[src/rtl/cslf_pkg.sv]
// shared types, constants and helpers of the connection slot free list
package cslf_pkg;

   // number of slots in the pool, 2 to 64 (slot fields are 6 bits wide)
   localparam int SLOTS   = 64;
   localparam int IDX_W   = $clog2(SLOTS);
   localparam int SLOT_W  = 6;
   localparam int TIME_W  = 48;
   localparam int LIMIT_W = 40;
   localparam int COUNT_W = 7;
   localparam int CSR_DW  = 64;
   localparam int CSR_AW  = 4;

   localparam logic [LIMIT_W-1:0] LIMIT_RESET = 40'd299000000;

   // register index, taken from paddr[3]
   localparam logic REG_IDLE_LIMIT = 1'b0;

   localparam logic [1:0] OP_ALLOC   = 2'd0;
   localparam logic [1:0] OP_RELEASE = 2'd1;
   localparam logic [1:0] OP_AGE     = 2'd2;

   localparam logic [1:0] STAT_DONE    = 2'd0;
   localparam logic [1:0] STAT_NOFREE  = 2'd1;
   localparam logic [1:0] STAT_IGNORED = 2'd2;

   typedef enum logic [3:0] {
      ST_IDLE,
      ST_ALLOC,
      ST_ALLOC_NEXT,
      ST_REL,
      ST_REL_TAIL,
      ST_AGE_RD,
      ST_AGE_CMP,
      ST_AGE_UPD,
      ST_DONE
   } state_type;

   // link of a slot whose entry was never written: the next slot, last wraps to zero
   function automatic logic [IDX_W-1:0] link_reset(input logic [IDX_W-1:0] idx);
      logic [IDX_W-1:0] nxt;
      nxt = (idx == IDX_W'(SLOTS - 1)) ? '0 : idx + 1'b1;
      return nxt;
   endfunction

endpackage

[src/rtl/connection_slot_free_list_core.sv]
// connection slot free list allocator: sequencer, state, config register and result register
//
// Request channel (req_*): one beat is an allocate, a release or an age check.
// A beat is taken when req_valid is high and req_stall is low; req_stall stays
// high from the beat until its result is loaded into the result register.
// Result channel (rsp_*): exactly one beat per request, in order, held stable
// while rsp_stall is high. The next request is taken while a result waits.
// Allocate runs ST_ALLOC, then ST_ALLOC_NEXT unless it takes the last free slot;
// release runs ST_REL, then ST_REL_TAIL unless the list was empty; an empty-list
// allocate or an ignored release goes from its first step straight to ST_DONE.
// The next beat can be taken in the cycle after the result is loaded. The single read
// and write ports of the link memory set the allocate and release steps; the age check
// reuses the one compare unit for every slot in three steps (stamp read, compare, update).
// When the receiver stalls, the finished result is held and the next request
// waits in its last step until the result register frees up.
// Reset (synchronous): every slot is free, unhealthy and linked to the next,
// the tail is the last slot and idle_limit returns to 299000000. No clearing
// pass is needed; the link memory uses one valid bit per entry.
// Config: idle_limit at APB byte address 0; user writes it only while idle, not enforced.
module connection_slot_free_list_core (
   input  logic                                clock,
   input  logic                                reset,
   // request channel
   input  logic                                req_valid,
   output logic                                req_stall,
   input  logic [1:0]                          req_op,
   input  logic [cslf_pkg::SLOT_W-1:0]         req_slot,
   input  logic                                req_failed,
   input  logic [cslf_pkg::TIME_W-1:0]         req_now_time,
   // result channel
   output logic                                rsp_valid,
   input  logic                                rsp_stall,
   output logic [1:0]                          rsp_status,
   output logic [cslf_pkg::SLOT_W-1:0]         rsp_granted_slot,
   output logic                                rsp_needs_connect,
   output logic [cslf_pkg::COUNT_W-1:0]        rsp_closed_count,
   // configuration port
   input  logic                                psel,
   input  logic                                penable,
   input  logic                                pwrite,
   input  logic [cslf_pkg::CSR_AW-1:0]         paddr,
   input  logic [cslf_pkg::CSR_DW-1:0]         pwdata,
   output logic [cslf_pkg::CSR_DW-1:0]         prdata,
   output logic                                pready
);

   cslf_pkg::state_type state_ff, state_in;

   logic [cslf_pkg::SLOT_W-1:0]   slot_ff, slot_in;
   logic                          failed_ff, failed_in;
   logic [cslf_pkg::TIME_W-1:0]   now_ff, now_in;

   logic [cslf_pkg::IDX_W-1:0]    tail_ff, tail_in;
   logic                          empty_ff, empty_in;
   logic [cslf_pkg::SLOTS-1:0]    busy_ff, busy_in;
   logic [cslf_pkg::SLOTS-1:0]    healthy_ff, healthy_in;
   logic [cslf_pkg::SLOTS-1:0]    link_vld_ff, link_vld_in;
   logic [cslf_pkg::IDX_W-1:0]    idx_ff, idx_in;
   logic [cslf_pkg::IDX_W-1:0]    rd_addr_ff;

   logic [1:0]                    res_status_ff, res_status_in;
   logic [cslf_pkg::SLOT_W-1:0]   res_granted_ff, res_granted_in;
   logic                          res_need_ff, res_need_in;
   logic [cslf_pkg::COUNT_W-1:0]  count_ff, count_in;

   logic                          rsp_valid_ff, rsp_valid_in;
   logic [1:0]                    rsp_status_ff, rsp_status_in;
   logic [cslf_pkg::SLOT_W-1:0]   rsp_granted_ff, rsp_granted_in;
   logic                          rsp_need_ff, rsp_need_in;
   logic [cslf_pkg::COUNT_W-1:0]  rsp_count_ff, rsp_count_in;

   logic [cslf_pkg::LIMIT_W-1:0]  limit_ff, limit_in;

   logic                          link_we;
   logic [cslf_pkg::IDX_W-1:0]    link_waddr, link_wdata, link_raddr, link_rdata;
   logic [cslf_pkg::IDX_W-1:0]    link_val;
   logic                          stamp_we;
   logic [cslf_pkg::IDX_W-1:0]    stamp_waddr, stamp_raddr;
   logic [cslf_pkg::TIME_W-1:0]   stamp_wdata, stamp_rdata;
   logic                          expired;

   logic [cslf_pkg::IDX_W-1:0]    slot_idx;
   logic                          slot_ok;
   logic                          csr_write;

   cslf_ram #(
      .WIDTH (cslf_pkg::IDX_W),
      .DEPTH (cslf_pkg::SLOTS)
   ) u_link_ram (
      .clock (clock),
      .we    (link_we),
      .waddr (link_waddr),
      .wdata (link_wdata),
      .raddr (link_raddr),
      .rdata (link_rdata)
   );

   cslf_ram #(
      .WIDTH (cslf_pkg::TIME_W),
      .DEPTH (cslf_pkg::SLOTS)
   ) u_stamp_ram (
      .clock (clock),
      .we    (stamp_we),
      .waddr (stamp_waddr),
      .wdata (stamp_wdata),
      .raddr (stamp_raddr),
      .rdata (stamp_rdata)
   );

   cslf_idle_cmp u_idle_cmp (
      .clock      (clock),
      .now_time   (now_ff),
      .stamp      (stamp_rdata),
      .idle_limit (limit_ff),
      .expired    (expired)
   );

   // configuration port
   assign pready    = 1'b1;
   assign csr_write = psel && penable && pwrite;
   assign prdata    = (paddr[3] == cslf_pkg::REG_IDLE_LIMIT) ?
                      {{(cslf_pkg::CSR_DW - cslf_pkg::LIMIT_W){1'b0}}, limit_ff} : '0;

   always_comb begin
      limit_in = limit_ff;
      if (csr_write && paddr[3] == cslf_pkg::REG_IDLE_LIMIT) begin
         limit_in = pwdata[cslf_pkg::LIMIT_W-1:0];
      end
   end

   // entries never written read as their reset link
   assign link_val = link_vld_ff[rd_addr_ff] ? link_rdata : cslf_pkg::link_reset(rd_addr_ff);
   assign slot_idx = slot_ff[cslf_pkg::IDX_W-1:0];
   assign slot_ok  = ({1'b0, slot_ff} < (cslf_pkg::SLOT_W + 1)'(cslf_pkg::SLOTS)) &&
                     busy_ff[slot_idx];

   assign req_stall = (state_ff != cslf_pkg::ST_IDLE);

   always_comb begin
      state_in       = state_ff;
      slot_in        = slot_ff;
      failed_in      = failed_ff;
      now_in         = now_ff;
      tail_in        = tail_ff;
      empty_in       = empty_ff;
      busy_in        = busy_ff;
      healthy_in     = healthy_ff;
      link_vld_in    = link_vld_ff;
      idx_in         = idx_ff;
      res_status_in  = res_status_ff;
      res_granted_in = res_granted_ff;
      res_need_in    = res_need_ff;
      count_in       = count_ff;
      rsp_valid_in   = rsp_valid_ff;
      rsp_status_in  = rsp_status_ff;
      rsp_granted_in = rsp_granted_ff;
      rsp_need_in    = rsp_need_ff;
      rsp_count_in   = rsp_count_ff;

      link_we     = 1'b0;
      link_waddr  = tail_ff;
      link_wdata  = link_val;
      link_raddr  = tail_ff;
      stamp_we    = 1'b0;
      stamp_waddr = slot_idx;
      stamp_wdata = now_ff;
      stamp_raddr = idx_ff;

      if (rsp_valid_ff && !rsp_stall) begin
         rsp_valid_in = 1'b0;
      end

      case (state_ff)
         cslf_pkg::ST_IDLE: begin
            // the link of the tail is read every idle cycle, ready for the next op
            if (req_valid) begin
               slot_in        = req_slot;
               failed_in      = req_failed;
               now_in         = req_now_time;
               res_status_in  = cslf_pkg::STAT_DONE;
               res_granted_in = '0;
               res_need_in    = 1'b0;
               count_in       = '0;
               case (req_op)
                  cslf_pkg::OP_ALLOC:   state_in = cslf_pkg::ST_ALLOC;
                  cslf_pkg::OP_RELEASE: state_in = cslf_pkg::ST_REL;
                  cslf_pkg::OP_AGE: begin
                     idx_in   = '0;
                     state_in = cslf_pkg::ST_AGE_RD;
                  end
                  default:              state_in = cslf_pkg::ST_DONE;
               endcase
            end
         end
         cslf_pkg::ST_ALLOC: begin
            if (empty_ff) begin
               res_status_in = cslf_pkg::STAT_NOFREE;
               state_in      = cslf_pkg::ST_DONE;
            end else begin
               // link_val is the head, the slot after the tail
               busy_in[link_val]    = 1'b1;
               healthy_in[link_val] = 1'b1;
               res_need_in          = !healthy_ff[link_val];
               res_granted_in       = cslf_pkg::SLOT_W'(link_val);
               stamp_we             = 1'b1;
               stamp_waddr          = link_val;
               if (link_val == tail_ff) begin
                  empty_in = 1'b1;
                  state_in = cslf_pkg::ST_DONE;
               end else begin
                  link_raddr = link_val;
                  state_in   = cslf_pkg::ST_ALLOC_NEXT;
               end
            end
         end
         cslf_pkg::ST_ALLOC_NEXT: begin
            // unlink the head: tail points past it
            link_we    = 1'b1;
            link_waddr = tail_ff;
            link_wdata = link_val;
            state_in   = cslf_pkg::ST_DONE;
         end
         cslf_pkg::ST_REL: begin
            if (!slot_ok) begin
               res_status_in = cslf_pkg::STAT_IGNORED;
               state_in      = cslf_pkg::ST_DONE;
            end else begin
               if (failed_ff) begin
                  healthy_in[slot_idx] = 1'b0;
               end
               busy_in[slot_idx] = 1'b0;
               stamp_we          = 1'b1;
               link_we           = 1'b1;
               link_waddr        = slot_idx;
               if (empty_ff) begin
                  link_wdata = slot_idx;
                  tail_in    = slot_idx;
                  empty_in   = 1'b0;
                  state_in   = cslf_pkg::ST_DONE;
               end else begin
                  link_wdata = link_val;
                  state_in   = cslf_pkg::ST_REL_TAIL;
               end
            end
         end
         cslf_pkg::ST_REL_TAIL: begin
            link_we    = 1'b1;
            link_waddr = tail_ff;
            link_wdata = slot_idx;
            // unhealthy slots go to the back of the list
            if (!healthy_ff[slot_idx]) begin
               tail_in = slot_idx;
            end
            state_in = cslf_pkg::ST_DONE;
         end
         cslf_pkg::ST_AGE_RD: begin
            state_in = cslf_pkg::ST_AGE_CMP;
         end
         cslf_pkg::ST_AGE_CMP: begin
            state_in = cslf_pkg::ST_AGE_UPD;
         end
         cslf_pkg::ST_AGE_UPD: begin
            if (expired && !busy_ff[idx_ff] && healthy_ff[idx_ff]) begin
               healthy_in[idx_ff] = 1'b0;
               if (count_ff != {cslf_pkg::COUNT_W{1'b1}}) begin
                  count_in = count_ff + 1'b1;
               end
            end
            if (idx_ff == cslf_pkg::IDX_W'(cslf_pkg::SLOTS - 1)) begin
               state_in = cslf_pkg::ST_DONE;
            end else begin
               idx_in   = idx_ff + 1'b1;
               state_in = cslf_pkg::ST_AGE_RD;
            end
         end
         cslf_pkg::ST_DONE: begin
            if (!rsp_valid_ff || !rsp_stall) begin
               rsp_valid_in   = 1'b1;
               rsp_status_in  = res_status_ff;
               rsp_granted_in = res_granted_ff;
               rsp_need_in    = res_need_ff;
               rsp_count_in   = count_ff;
               state_in       = cslf_pkg::ST_IDLE;
            end
         end
         default: begin
            state_in = cslf_pkg::ST_IDLE;
         end
      endcase

      if (link_we) begin
         link_vld_in[link_waddr] = 1'b1;
      end
   end

   always_ff @(posedge clock) begin
      if (reset) begin
         state_ff     <= cslf_pkg::ST_IDLE;
         tail_ff      <= cslf_pkg::IDX_W'(cslf_pkg::SLOTS - 1);
         empty_ff     <= 1'b0;
         busy_ff      <= '0;
         healthy_ff   <= '0;
         link_vld_ff  <= '0;
         idx_ff       <= '0;
         rsp_valid_ff <= 1'b0;
         limit_ff     <= cslf_pkg::LIMIT_RESET;
      end else begin
         state_ff     <= state_in;
         tail_ff      <= tail_in;
         empty_ff     <= empty_in;
         busy_ff      <= busy_in;
         healthy_ff   <= healthy_in;
         link_vld_ff  <= link_vld_in;
         idx_ff       <= idx_in;
         rsp_valid_ff <= rsp_valid_in;
         limit_ff     <= limit_in;
      end
   end

   always_ff @(posedge clock) begin
      slot_ff        <= slot_in;
      failed_ff      <= failed_in;
      now_ff         <= now_in;
      rd_addr_ff     <= link_raddr;
      res_status_ff  <= res_status_in;
      res_granted_ff <= res_granted_in;
      res_need_ff    <= res_need_in;
      count_ff       <= count_in;
      rsp_status_ff  <= rsp_status_in;
      rsp_granted_ff <= rsp_granted_in;
      rsp_need_ff    <= rsp_need_in;
      rsp_count_ff   <= rsp_count_in;
   end

   assign rsp_valid         = rsp_valid_ff;
   assign rsp_status        = rsp_status_ff;
   assign rsp_granted_slot  = rsp_granted_ff;
   assign rsp_needs_connect = rsp_need_ff;
   assign rsp_closed_count  = rsp_count_ff;

   // an accepted beat always leaves idle
   a_accept_leaves_idle: assert property (@(posedge clock) disable iff (reset)
      (req_valid && !req_stall) |=> (state_ff != cslf_pkg::ST_IDLE))
      else $error("request beat accepted but sequencer stayed idle");

   // the head of a non-empty free list is never a busy slot
   a_head_free: assert property (@(posedge clock) disable iff (reset)
      (state_ff == cslf_pkg::ST_ALLOC && !empty_ff) |-> !busy_ff[link_val])
      else $error("free list head is a busy slot");

   // only an age check reports closed slots
   a_count_alone: assert property (@(posedge clock) disable iff (reset)
      (rsp_valid && rsp_closed_count != '0) |->
         (rsp_granted_slot == '0 && rsp_status == cslf_pkg::STAT_DONE && !rsp_needs_connect))
      else $error("closed count on a result that is not an age check");

endmodule

[src/rtl/cslf_ram.sv]
// generic single write port ram with registered read
module cslf_ram #(
   parameter int WIDTH = 8,
   parameter int DEPTH = 64
) (
   input  logic                     clock,
   input  logic                     we,
   input  logic [$clog2(DEPTH)-1:0] waddr,
   input  logic [WIDTH-1:0]         wdata,
   input  logic [$clog2(DEPTH)-1:0] raddr,
   output logic [WIDTH-1:0]         rdata
);

   logic [WIDTH-1:0] mem_ff [DEPTH];
   logic [WIDTH-1:0] rd_data_ff;

   always_ff @(posedge clock) begin
      if (we) begin
         mem_ff[waddr] <= wdata;
      end
      rd_data_ff <= mem_ff[raddr];
   end

   assign rdata = rd_data_ff;

endmodule

[src/rtl/cslf_idle_cmp.sv]
// shared idle time compare unit, one slot per use, registered result
module cslf_idle_cmp (
   input  logic                           clock,
   input  logic [cslf_pkg::TIME_W-1:0]    now_time,
   input  logic [cslf_pkg::TIME_W-1:0]    stamp,
   input  logic [cslf_pkg::LIMIT_W-1:0]   idle_limit,
   output logic                           expired
);

   logic [cslf_pkg::TIME_W:0] diff;
   logic                      expired_in;
   logic                      expired_ff;

   always_comb begin
      diff = {1'b0, now_time} - {1'b0, stamp};
      // a borrow means time went backwards: idle time counts as zero
      expired_in = !diff[cslf_pkg::TIME_W] &&
         (diff[cslf_pkg::TIME_W-1:0] >
          {{(cslf_pkg::TIME_W - cslf_pkg::LIMIT_W){1'b0}}, idle_limit});
   end

   always_ff @(posedge clock) begin
      expired_ff <= expired_in;
   end

   assign expired = expired_ff;

endmodule
[config.mk]
export PLATFORM = sky130hd
export DESIGN_NAME = connection_slot_free_list_core
export DESIGN_NICKNAME = d
export VERILOG_FILES = /design/src/rtl/cslf_pkg.sv /design/src/rtl/connection_slot_free_list_core.sv /design/src/rtl/cslf_ram.sv /design/src/rtl/cslf_idle_cmp.sv
export SDC_FILE = /design/constraint.sdc
export NUM_CORES = 2
export LEC_CHECK = 0
export ABC_CLOCK_PERIOD_IN_PS = 7900
export BUFFER_PORTS_ARGS = -buffer_cell sky130_fd_sc_hd__clkbuf_2
export CORE_MARGIN = 4
export CORE_UTILIZATION = 60
export DETAILED_ROUTE_END_ITERATION = 8
export PLACE_DENSITY_LB_ADDON = 0.05
export SETUP_SLACK_MARGIN = 0.15
export SLEW_MARGIN = 15
export SYNTH_ARGS = -nofsm -noshare
export SYNTH_HDL_FRONTEND = slang
export SYNTH_SLANG_ARGS = --single-unit
[constraint.sdc]
create_clock -name clock -period 7.9 [get_ports clock]
set_clock_uncertainty 0.2 [all_clocks]
set_input_delay 1.58 -clock clock [delete_from_list [all_inputs] [get_ports clock]]
set_output_delay 1.58 -clock clock [all_outputs]
set_load 0.03 [all_outputs]
==> flow_metrics.py <==
metrics = {
    "pwr": {
        "power_density_nw_per_um2": 292,
        "seqPwrFrac": 0.501,
        "swShare": 0.265,
        "power_uw": 48600,
        "p_sw_uw": 12900,
        "p_int_uw": 35700,
        "p_leak_uw": 0.0522,
        "ir_drop_mv": 0.354,
        "combPwrFrac": 0.133,
        "clkPwrFrac": 0.366,
    },
    "worst_setup_path": {
        "cp.required_ps": 8280,
        "r2r-start": "rd_addr_ff[0]",
        "end_kind": "flip-flop",
        "ff2ff_path_depth": 12,
        "r2r_end": "u_stamp_ram.mem_ff[15][18]",
        "crit_fanout": 31,
        "arrival_ps": 7330,
        "setup.worst_path.end": "u_stamp_ram.mem_ff[15][18]",
        "reg2reg_slack_ps": 950,
        "cp-start-kind": "flip-flop",
        "critPathKind": "flip-flop to flip-flop",
        "startpoint": "rd_addr_ff[0]",
    },
    "sta": {
        "hold_ws_ps": 226,
        "fin_tns_setup_ps": 0,
        "max_clock_freq_ghz": 0.144,
        "tightest_slew_ps": 1290,
        "setup_violations": 0,
        "rsz0062_at_grt": "false",
        "fin_crit_sh": 0.879,
        "drv_slew": 0,
        "fin_crit_ps": 6950,
        "fin_ws_ps": 952,
        "hold_viol": 0,
        "slew_headroom": 0.137,
    },
    "placement": {
        "portBuffers": 162,
        "pre_cts_slack_ps": 1130,
        "dp_cells": 12400,
        "dp_hpwl_mm": 293,
        "place.gp.congestion": 0.973,
    },
    "layout": {
        "area_delta_synth_final_pct": 13.0,
        "fin_cells": 13100,
        "nFillCells": 16400,
        "finalNetCount": 9826,
        "drive_gt1_frac": 0.130,
    },
    "worst_hold_path": {
        "hp-class": "flip-flop to flip-flop",
    },
    "routing": {
        "via_count": 95500,
        "detail-route-antenna-nets": 0,
        "avgViaCountPerCell": 7.27,
        "drt_iter0_drc": 16200,
        "wirelength_mm": 516,
        "dr.pass1.iters": 6,
        "wl_per_cell_um": 39.3,
        "route.detailed.drc": 0,
    },
    "synthesis": {
        "seq_area_frac_synth": 0.766,
        "ys.flop_type": "edfxtp_1",
        "syn_avg_cell_area_sq_um": 15.8,
        "synth_edf_count": 3543,
        "syn-instance-count": 9282,
        "ys_seq_elements": 3854,
        "synth_commonest_cells": "3543 x edfxtp_1, 947 x a22oi_1, 467 x nor2_1",
        "synthesis.area_sq_um": 147000,
        "ys_warn_count": 0,
        "synth.distinct_cells": 83,
        "async_reset_ff_frac": 0,
        "synth.most_common_cell": "edfxtp_1",
        "yosysTopAreaCell": "edfxtp_1",
        "synthTopCellsByArea": "edfxtp_1 72%, a22oi_1 4.8%, dfxtp_1 4.2%, a221oi_1 1.9%, a22o_1 1.5%",
        "synth_top_area_share": 0.723,
    },
    "die": {
        "core_area_sq_um": 244000,
        "die_width_um": 503,
        "rows": 181,
        "fp.dieH_um": 503,
        "dieArea_sq_um": 253000,
        "io_pins": 215,
        "start_util": 0.604,
    },
    "clock_network": {
        "clockBufferDepth": 4,
        "path_clk_slew_ps": 60,
        "postCtsSetupRepairBufs": 0,
        "cts-root-buf": "clkbuf_16",
        "tritoncts": "done",
        "numCtsBuffers": 389,
        "numClockSinks": 3854,
        "hold_buffers": 0,
        "clkLatencyLatePin_ps": 1020,
        "cts_resized": 0,
        "htreeDepth": 5,
    },
    "status": {
        "status": "finished, final reports clean",
    },
    "global_route": {
        "grt_use_total": 0.401,
        "grt.overflow.total": 0,
        "grt_first_pass_wirelength_mm": 706,
        "grt_pass1_vias": 88600,
        "antenna_found_initial": 37,
        "grt_max_degree": 124,
    },
    "job": {
        "maxCapViolCount": 0,
    },
}
-- state kept, by name (all words and copies together) (netlist names), 7 cells and up --
signal,flops
limit_ff,40
count_ff,7
now_ff,48
healthy_ff,64
u_stamp_ram.rdata,48
u_link_ram.mem_ff,384
rsp_closed_count,7
u_stamp_ram.mem_ff,3072
busy_ff,64
link_vld_ff,64
-- kinds of logic (layout without fill, tap and decap cells) --
kind of cell,after synthesis,in the layout,share of synthesized area
buffers and inverters,766,1370,0.0210
DFF,3854,3854,0.766
other,2,57,0.0000511
AOI/OAI and AO/OA,2785,2785,0.136
and+or+nand+nor,1451,1451,0.0457
muxes,279,279,0.0209
adders and majority gates,92,92,0.00788
xor gates and xnor gates,53,53,0.00316
-- layout make-up --
cell class,instances,area (sq um),area share
Sequential cell,3854,113000,0.677
Multi-Input combinational cell,4685,32200,0.194
Clock buffer,497,10400,0.0627
Timing Repair Buffer,530,4570,0.0275
Tap cell,3202,4010,0.0241
Clock inverter,201,1780,0.0107
Inverter,142,533,0.00321
Antenna cell,32,80.1,0.000482
-- metrics by stage --
step | area, sq um | util
floorplan | 147000 | -
CTS | 166000 | 0.682
finish | 166000 | 0.682
global route | 166000 | 0.682
detailed placement | 154000 | 0.632
global placement | 154000 | 0.632
-- cell usage in the layout, fill, tap and decap left out, types with 253 or more instances in the layout --
cell	netlist	layout
clkbuf_16	0	394
nor2_1	467	394
a22o_1	253	253
a221oi_1	321	321
dfxtp_1	311	304
a21oi_1	334	334
nand2_1	388	384
a31oi_1	273	271
edfxtp_1	3543	3543
buf_4	38	289
a22oi_1	947	947
-- worst max-delay path, cell delays in order (launching register included) --
cell and delay (ps):
dfxtp_2 750, mux4_2 580, a22o_1 260, a31oi_1 300, nand3_1 280, o21ai_1 200
buf_4 230, o21a_1 720, nand2_1 380, o21ai_0 550, nand3_1 970, nor2_4 360
buf_4 730
-- worst min-delay path by stage --
| stage | cells after the start | end | from |
|---|---|---|---|
| after floorplan | 0 | rsp_granted_slot[0] | res_granted_ff[0] |
| after global placement | 0 | rsp_granted_slot[0] | res_granted_ff[0] |
| after detailed placement | 0 | rsp_granted_slot[2] | res_granted_ff[2] |
| after CTS | 0 | rsp_granted_slot[2] | res_granted_ff[2] |
| after global routing | 0 | rsp_needs_connect | res_need_ff |
| final | 0 | rsp_granted_slot[2] | res_granted_ff[2] |
-- metal layers --
| metal | track usage | wire [um] | up-vias |
|---|---|---|---|
| li1 | - | - | 38400 |
| met1 | 0.561 | 190000 | 48300 |
| met2 | 0.589 | 228000 | 7515 |
| met3 | 0.112 | 70100 | 1290 |
| met4 | 0.192 | 28800 | 14 |
| met5 | 0 | 86 | - |
-- power by group through the flow --
| stage | sequential (uW) | clock, uW | combinational [uW] |
|---|---|---|---|
| finish | 24300 | 17800 | 6470 |
| global route | 24300 | 18700 | 6790 |
| floorplan | 25100 | 0 | 3130 |
| detailed placement | 24700 | 0 | 6310 |
| global placement | 24700 | 0 | 6170 |
| CTS | 24300 | 17900 | 6320 |
(Power assumes the default switching activity.)
